[src/rtl/core/json_string_unescaper_macros.svh]
// Assertion macros shared by the JSON string unescaper RTL.
// Each macro samples on clk and is disabled while rst_n is low.
// No dependencies; included by files that carry assertions.
`ifndef JSON_STRING_UNESCAPER_MACROS_SVH
`define JSON_STRING_UNESCAPER_MACROS_SVH

// Same-cycle implication.
`define JSU_ASSERT_IMPL(label, ante, cons, msg) \
    label: assert property (@(posedge clk) disable iff (!rst_n) (ante) |-> (cons)) \
        else $error(msg);

// Next-cycle implication.
`define JSU_ASSERT_NEXT(label, ante, cons, msg) \
    label: assert property (@(posedge clk) disable iff (!rst_n) (ante) |=> (cons)) \
        else $error(msg);

`endif

[src/rtl/core/jsu_pkg.sv]
// Types and constants for the JSON string unescaper.
// No dependencies; used by the decoder, result buffer and top level.
package jsu_pkg;

    typedef enum logic [1:0] {
        PH_IDLE = 2'd0,
        PH_STR  = 2'd1,
        PH_ESC  = 2'd2,
        PH_HEX  = 2'd3
    } phase_t;

    localparam logic [1:0] KIND_BYTE = 2'd0;
    localparam logic [1:0] KIND_DONE = 2'd1;
    localparam logic [1:0] KIND_ERR  = 2'd2;

    localparam logic [2:0] ERR_NONE       = 3'd0;
    localparam logic [2:0] ERR_NO_QUOTE   = 3'd1;
    localparam logic [2:0] ERR_END_ESC    = 3'd2;
    localparam logic [2:0] ERR_SHORT_U    = 3'd3;
    localparam logic [2:0] ERR_BAD_HEX    = 3'd4;
    localparam logic [2:0] ERR_UNKNOWN    = 3'd5;
    localparam logic [2:0] ERR_UNTERM     = 3'd6;

    localparam logic [7:0] CH_QUOTE = 8'h22;
    localparam logic [7:0] CH_BSLASH = 8'h5C;
    localparam logic [7:0] CH_SLASH = 8'h2F;
    localparam logic [7:0] CH_SPACE = 8'h20;
    localparam logic [7:0] CH_TAB   = 8'h09;
    localparam logic [7:0] CH_LF    = 8'h0A;
    localparam logic [7:0] CH_CR    = 8'h0D;
    localparam logic [7:0] CH_BS    = 8'h08;
    localparam logic [7:0] CH_FF    = 8'h0C;
    localparam logic [7:0] ESC_B    = 8'h62;
    localparam logic [7:0] ESC_F    = 8'h66;
    localparam logic [7:0] ESC_N    = 8'h6E;
    localparam logic [7:0] ESC_R    = 8'h72;
    localparam logic [7:0] ESC_T    = 8'h74;
    localparam logic [7:0] ESC_U    = 8'h75;

    localparam logic [7:0]  UTF8_LEAD2 = 8'hC0;
    localparam logic [7:0]  UTF8_LEAD3 = 8'hE0;
    localparam logic [7:0]  UTF8_CONT  = 8'h80;
    localparam logic [15:0] CP_2BYTE   = 16'h0080;
    localparam logic [15:0] CP_3BYTE   = 16'h0800;

    typedef struct packed {
        logic [7:0] in_byte;
        logic       text_end;
    } in_item_t;

    typedef struct packed {
        logic [7:0] out_byte;
        logic [1:0] out_kind;
        logic [2:0] error_code;
        logic       last_of_run;
    } out_item_t;

    // Up to three results caused by one input byte.
    typedef struct packed {
        logic [2:0][7:0] bytes;
        logic [1:0]      kind;
        logic [2:0]      err;
        logic [1:0]      cnt;
    } bundle_t;

endpackage

[src/rtl/core/jsu_decoder.sv]
// Escape decoder: phase/hex state and the result bundle for one text byte.
// Depends on jsu_pkg.
module jsu_decoder
    import jsu_pkg::*;
(
    input  logic       clk,
    input  logic       rst_n,
    input  logic       step,
    input  logic [7:0] in_byte,
    input  logic       text_end,
    output bundle_t    bundle
);

    phase_t      phase_reg, phase_next;
    logic [1:0]  hex_cnt_reg, hex_cnt_next;
    logic [15:0] cp_reg, cp_next;

    logic        is_hex;
    logic [3:0]  hex_val;
    logic [15:0] cp_new;

    always_comb
    begin
        is_hex  = 1'b1;
        hex_val = 4'd0;
        if (in_byte inside {[8'h30:8'h39]})
        begin
            hex_val = in_byte[3:0];
        end
        else if (in_byte inside {[8'h61:8'h66], [8'h41:8'h46]})
        begin
            hex_val = in_byte[3:0] + 4'd9;
        end
        else
        begin
            is_hex = 1'b0;
        end
    end

    assign cp_new = {cp_reg[11:0], hex_val};

    always_comb
    begin
        phase_next   = phase_reg;
        hex_cnt_next = hex_cnt_reg;
        cp_next      = cp_reg;
        bundle       = '0;
        bundle.kind  = KIND_BYTE;
        bundle.err   = ERR_NONE;

        case (phase_reg)
            PH_IDLE:
            begin
                if (text_end)
                begin
                    bundle.kind = KIND_ERR;
                    bundle.err  = ERR_NO_QUOTE;
                    bundle.cnt  = 2'd1;
                end
                else if (in_byte == CH_QUOTE)
                begin
                    phase_next = PH_STR;
                end
                else if (!(in_byte inside {CH_SPACE, CH_TAB, CH_LF, CH_CR}))
                begin
                    bundle.kind = KIND_ERR;
                    bundle.err  = ERR_NO_QUOTE;
                    bundle.cnt  = 2'd1;
                end
            end
            PH_STR:
            begin
                if (text_end)
                begin
                    bundle.kind = KIND_ERR;
                    bundle.err  = ERR_UNTERM;
                    bundle.cnt  = 2'd1;
                    phase_next  = PH_IDLE;
                end
                else if (in_byte == CH_QUOTE)
                begin
                    bundle.kind = KIND_DONE;
                    bundle.cnt  = 2'd1;
                    phase_next  = PH_IDLE;
                end
                else if (in_byte == CH_BSLASH)
                begin
                    phase_next = PH_ESC;
                end
                else
                begin
                    bundle.bytes[0] = in_byte;
                    bundle.cnt      = 2'd1;
                end
            end
            PH_ESC:
            begin
                bundle.cnt = 2'd1;
                phase_next = PH_STR;
                if (text_end)
                begin
                    bundle.kind = KIND_ERR;
                    bundle.err  = ERR_END_ESC;
                    phase_next  = PH_IDLE;
                end
                else
                begin
                    case (in_byte)
                        CH_QUOTE:  bundle.bytes[0] = CH_QUOTE;
                        CH_BSLASH: bundle.bytes[0] = CH_BSLASH;
                        CH_SLASH:  bundle.bytes[0] = CH_SLASH;
                        ESC_B:     bundle.bytes[0] = CH_BS;
                        ESC_F:     bundle.bytes[0] = CH_FF;
                        ESC_N:     bundle.bytes[0] = CH_LF;
                        ESC_R:     bundle.bytes[0] = CH_CR;
                        ESC_T:     bundle.bytes[0] = CH_TAB;
                        ESC_U:
                        begin
                            bundle.cnt   = 2'd0;
                            phase_next   = PH_HEX;
                            hex_cnt_next = 2'd0;
                            cp_next      = 16'd0;
                        end
                        default:
                        begin
                            bundle.kind = KIND_ERR;
                            bundle.err  = ERR_UNKNOWN;
                            phase_next  = PH_IDLE;
                        end
                    endcase
                end
            end
            PH_HEX:
            begin
                if (text_end || !is_hex)
                begin
                    bundle.kind  = KIND_ERR;
                    bundle.err   = text_end ? ERR_SHORT_U : ERR_BAD_HEX;
                    bundle.cnt   = 2'd1;
                    phase_next   = PH_IDLE;
                    hex_cnt_next = 2'd0;
                    cp_next      = 16'd0;
                end
                else if (hex_cnt_reg == 2'd3)
                begin
                    // Fourth digit: emit the UTF-8 form of the code point.
                    if (cp_new < CP_2BYTE)
                    begin
                        bundle.bytes[0] = cp_new[7:0];
                        bundle.cnt      = 2'd1;
                    end
                    else if (cp_new < CP_3BYTE)
                    begin
                        bundle.bytes[0] = UTF8_LEAD2 | {3'd0, cp_new[10:6]};
                        bundle.bytes[1] = UTF8_CONT | {2'd0, cp_new[5:0]};
                        bundle.cnt      = 2'd2;
                    end
                    else
                    begin
                        bundle.bytes[0] = UTF8_LEAD3 | {4'd0, cp_new[15:12]};
                        bundle.bytes[1] = UTF8_CONT | {2'd0, cp_new[11:6]};
                        bundle.bytes[2] = UTF8_CONT | {2'd0, cp_new[5:0]};
                        bundle.cnt      = 2'd3;
                    end
                    phase_next   = PH_STR;
                    hex_cnt_next = 2'd0;
                    cp_next      = 16'd0;
                end
                else
                begin
                    cp_next      = cp_new;
                    hex_cnt_next = hex_cnt_reg + 2'd1;
                end
            end
            default:
            begin
                phase_next = PH_IDLE;
            end
        endcase
    end

    always_ff @(posedge clk or negedge rst_n)
    begin
        if (!rst_n)
        begin
            phase_reg   <= PH_IDLE;
            hex_cnt_reg <= 2'd0;
            cp_reg      <= 16'd0;
        end
        else if (step)
        begin
            phase_reg   <= phase_next;
            hex_cnt_reg <= hex_cnt_next;
            cp_reg      <= cp_next;
        end
    end

endmodule

[config.mk]
export PLATFORM = sky130hd
export DESIGN_NAME = jsu_decoder
export DESIGN_NICKNAME = d
export VERILOG_FILES = /design/src/rtl/core/json_string_unescaper_macros.svh /design/src/rtl/core/jsu_pkg.sv /design/src/rtl/core/jsu_decoder.sv
export SDC_FILE = /design/constraint.sdc
export NUM_CORES = 1
export LEC_CHECK = 0
export BUFFER_PORTS_ARGS = -buffer_cell sky130_fd_sc_hd__buf_2
export CAP_MARGIN = 20
export CORE_AREA = 2 2 85 87
export DETAILED_ROUTE_END_ITERATION = 12
export DIE_AREA = 0 0 87 89
export PLACE_DENSITY_LB_ADDON = 0.2
export SYNTH_ARGS = -nofsm -noshare
export SYNTH_HDL_FRONTEND = slang
export SYNTH_SLANG_ARGS = --single-unit
[constraint.sdc]
create_clock -name clk -period 5.4 [get_ports clk]
set_clock_uncertainty 0.05 [all_clocks]
set_input_delay 0.54 -clock clk [delete_from_list [all_inputs] [get_ports clk]]
set_output_delay 0.54 -clock clk [all_outputs]
set_load 0.005 [all_outputs]
---- After elaboration in Yosys (flattened, before gate mapping) ----
Index checks and enable logic that the tools add are counted.
word-level totals
  register bits after elaboration ......... 16
  bits in latches ......................... 0
  memory bits (writable) .................. 0
  bits in read-only memories .............. 0
  input port bits ......................... 12
  memories ................................ 0
cells by class
  add/sub/neg operators ................... 2
  multiply operators ...................... 0
  div/mod/pow operators ................... 0
  $lt $le $gt $ge ......................... 8
  eq/ne operators ......................... 23
  shift-type cells ........................ 0
  multiplexer cells ....................... 57
  bitwise operators ....................... 0
  reduce and logical (&&, ||, !) cells .... 13
operators with widths
  cell                                                                                 count
  8-bit by 7-bit == test with 1-bit output, second input constant                      7
  7-bit one-hot mux with 8 select lines                                                1
  12-bit two-way mux                                                                   4
  24-bit two-way mux                                                                   2
  8-bit two-way mux                                                                    5
  2-bit two-way mux                                                                    17
  16-bit two-way mux                                                                   2
  7-bit two-way mux                                                                    4
  7-bit one-hot mux with 4 select lines                                                1
  8-bit by 4-bit == test with 1-bit output, second input constant                      3
  8-bit by 6-bit == test with 1-bit output, second input constant                      3
  12-bit one-hot mux with 2 select lines                                               1
  8-bit one-hot mux with 3 select lines                                                1
  8-bit by 7-bit greater-or-equal comparator with 1-bit output, second input constant  2
  8-bit by 7-bit <= comparator with 1-bit output, second input constant                2
  16-bit by 12-bit less-than comparator with 1-bit output, second input constant       1
  16-bit by 8-bit less-than comparator with 1-bit output, second input constant        1
  5-bit two-way mux                                                                    3
  14-bit two-way mux                                                                   1
  9-bit OR reduction                                                                   1
  8-bit by 6-bit greater-or-equal comparator with 1-bit output, second input constant  1
  8-bit by 6-bit <= comparator with 1-bit output, second input constant                1
  1-bit two-way mux                                                                    8
  4-bit two-way mux                                                                    2
  other kinds (20)                                                                     29

---- Logic depth before layout (Yosys ltp) ----
  depth after elaboration ................. 11
  gate-level depth with buffers ........... 9

---- Worst setup path after synthesis ----
OpenSTA, ideal clock, no wires.
  path kind ............................... input port to output port
  from .................................... in in_byte[0]
  to ...................................... out bundle[4] (netlist bit)
  data arrival time ....................... 2.170 ns
  data required time ...................... 4.810 ns
  slack ................................... 2.640 ns
  stages on the path ...................... 9
  buffers on the path ..................... 1
  cell sequence ........................... inv_1 -> ha_1 -> and3_1 -> and4b_1 -> clkbuf_1 -> nand3b_1 -> or3_1 -> a21boi_1 -> o21ai_1
RTL lines
  item         line               RTL
  from (decl)  jsu_decoder.sv:9   input logic [7:0] in_byte,
  to (decl)    jsu_decoder.sv:11  output bundle_t bundle

==> results by group <==
Placement
  – Gpl congestion: just under 0.9
  – Placement Setup Slack: ~2.0 ns
  – PortBufs: 40
  – Placed Area: between 1500 and 2000 sq um
  – Hpwl dp: between 4 and 5 mm

Setup path
  – CP Max Fanout: 16
  – CP startpoint kind: primary input
  – Crit path required time: between 4 and 5 ns
  – Worst path arrival time: approximately 2.9 ns
  – Worst reg2reg path depth: 4
  – Reg-to-reg slack, setup: roughly 3.3 ns
  – Reg-to-Reg End: hex_cnt_reg[0]
  – Worst r2r src: phase_reg[0]
  – Critical setup path kind: in2out
  – CP endpoint kind: output pin

Routing
  – Final ANT Viol Nets: 0
  – DR pass1 iterations: 4
  – DRT iter0 DRCs: between 100 and 150
  – Vias post-DR: 1724
  – Via density: 5.37
  – Residual DRC: 0
  – Wire length per cell: between 15 and 20 um
  – DRT Wirelength: 5.34 mm

Power
  – Power Dens Cells: roughly 200 nW/um^2
  – VDD IR max: between 0.05 and 0.06 mV
  – Leakage power: 0.886 nW

Yosys
  – Count leader, synth: nor2_1
  – Synth top area share: 24.4%
  – Ys Warns: 0
  – Synth Instances: 207
  – Ys flop type: dfrtp_1
  – Simple-gate share of the synthesized area: ~33%
  – Distinct cells, synth: 58
  – Top cells by count, synth: nor2_1 (24), dfrtp_1 (16), a22o_1 (15)
  – Async SR Flop Fraction: 100%
  – Post-Synth Adder-Cell Area: around 3.8%
  – Mean Syn Cell Area: 7.94 sq um
  – Post-synthesis compound-gate area fraction: 31.5%
  – Xor and xnor fraction of the mapped netlist area: less than 1%
  – Synth area leaders: dfrtp_1 (24%), a22o_1 (8.0%), nor2_1 (5.5%)
  – Largest family of logic cells by synthesized area: simple AND/OR/NAND/NOR gates
  – Sequential area share after synthesis: between 20 and 25%
  – Mapped Area: approximately 1600 sq um
  – Synth Register Bits: 16
  – Post-synthesis mux area share: 0.685%
  – Largest area contributor in the netlist: dfrtp_1
  – Post-synth EDFFs: 0

STA
  – Unrepaired setup endpoints after global routing: no
  – Relative slew slack: 35.8%
  – Tmin final: about 3.5 ns
  – Max Fclk: approximately 290 MHz
  – Final setup fails: 0
  – TNS Setup: 0 ns
  – Final period util: between 60 and 70%
  – Slew Limit Fails: 0
  – Hold Vio Cnt, Final: 0
  – Post-route setup slack: around 1.9 ns
  – Slew @ Worst Pin: about 0.95 ns

Clocking
  – CTS tree: yes
  – CTS Hold Buffers Added: 0
  – Clock Latency Late Sink: about 0.25 ns
  – Clock Sinks: 16
  – H-Tree Depth: 1
  – CTS Buffer Depth: 2
  – Clock Pin Slew Worst Setup and Hold Paths: about 0.070 ns
  – Post-CTS sizing: 0
  – Clock tree root driver cell: clkbuf_8
  – Cts bufs inserted: 3
  – Setup Fix Bufs, Post-CTS: 0

Global routing
  – Gr busiest metal: met2
  – Initial antenna violation count: 0
  – Met2 GRT Util: 20.5%
  – GRT met3 Usage: approximately 2.9%
  – Vias in the first global route: 1607
  – Routing usage on met1: about a fifth
  – Global-route wire length before repair: slightly above 8 mm
  – Pin count of the biggest net entering global routing: 17
  – GRT Residual Overflow: 0
  – Tot GR Track Use: 13.7%

Job
  – Max-cap violations: 0

Final layout
  – Share of cells above drive strength 1: 24.1%
  – Fillers: 732
  – Finished Cell Area: around 1900 sq um
  – Max reg flops: 12
  – Diode count: 0
  – P&R area growth vs syn: 18.4%
  – Fin nets: between 200 and 300

Status
  – Status: complete, no violations

Floorplan
  – Die Area: slightly below 8000 sq um
  – Die width: 87 um
  – I/O pin cnt: between 40 and 50
  – # rows: 30
  – Initial core utilization: approximately a quarter
  – Die Ht: 89 um
  – Core area: about 6700 sq um

Worst hold path
  – Path type of the worst min-delay path: in2async
## critical path, stage by stage
cell,delay [ns]
buf_2,0.14
inv_1,0.11
ha_1,0.24
nor3b_1,0.50
nor3_4,0.12
o2111ai_2,0.61
nand2b_4,0.27
inv_2,0.06
and2_1,0.14
buf_2,0.12
## metrics by stage
step	util (%)	hold WS (ns)	power (mW)	instances
finish	28.9	0.148	0.383	321
floorplan	-	0.194	0.223	208
detailed placement	28.1	0.434	0.277	317
global placement	28.1	0.434	0.276	317
global route	28.9	0.169	0.409	321
CTS	28.9	0.156	0.386	321
## area by class of cell
cell class / instances / area, sq um / share of cell area (%)
Clock buffer: 4 / 55.1 / 2.83
Inverter: 7 / 26.3 / 1.35
Multi-Input combinational cell: 173 / 1150 / 59.4
Sequential cell: 16 / 400 / 20.6
Tap cell: 80 / 100 / 5.15
Timing Repair Buffer: 41 / 208 / 10.7
## placed cells by master (no fill, tap or decap), types with 5 or more instances in the layout
cell type / instances
and2_1: 5
nand3_1: 10
nor2_1: 24
ha_1: 5
o211ai_1: 5
inv_1: 6
o21ai_1: 6
a22oi_1: 5
a21oi_1: 8
o21ai_0: 10
nand2b_1: 6
nor2b_1: 7
nand2_1: 13
a22o_1: 15
dfrtp_1: 16
buf_2: 40
## where the power goes
| part | internal, mW | switching (mW) | leakage, nW |
|---|---|---|---|
| combinational | 0.0600 | 0.0716 | 0.635 |
| sequential | 0.124 | 0.0184 | 0.222 |
| clock | 0.0648 | 0.0438 | 0.0288 |
| total | 0.249 | 0.134 | 0.886 |
## cell families after synthesis
family	after synthesis
AND/OR/NAND/NOR	94
AO/OA/AOI/OAI	70
buffers and inverters	19
flip-flops	16
adder cells (fa/ha/maj)	5
other	1
XOR/XNOR	1
multiplexers	1
## metal layers
metal	up-vias	wire [um]
met5	-	0
met4	0	61
met3	6	206
met2	38	2460
met1	827	2610
li1	853	-
## worst max path at each step
stage                           from          to  slack [ns]  cells after the start
after floorplan           in_byte[0]   bundle[4]        2.64                      9
after global placement    in_byte[0]  bundle[27]        2.05                     10
after detailed placement  in_byte[0]  bundle[27]        1.97                     10
after CTS                 in_byte[0]  bundle[27]        1.97                     10
after global routing      in_byte[0]  bundle[28]        1.73                     10
final                     in_byte[0]  bundle[27]        1.95                     10
Note: power is estimated with default switching activity, not from simulation.
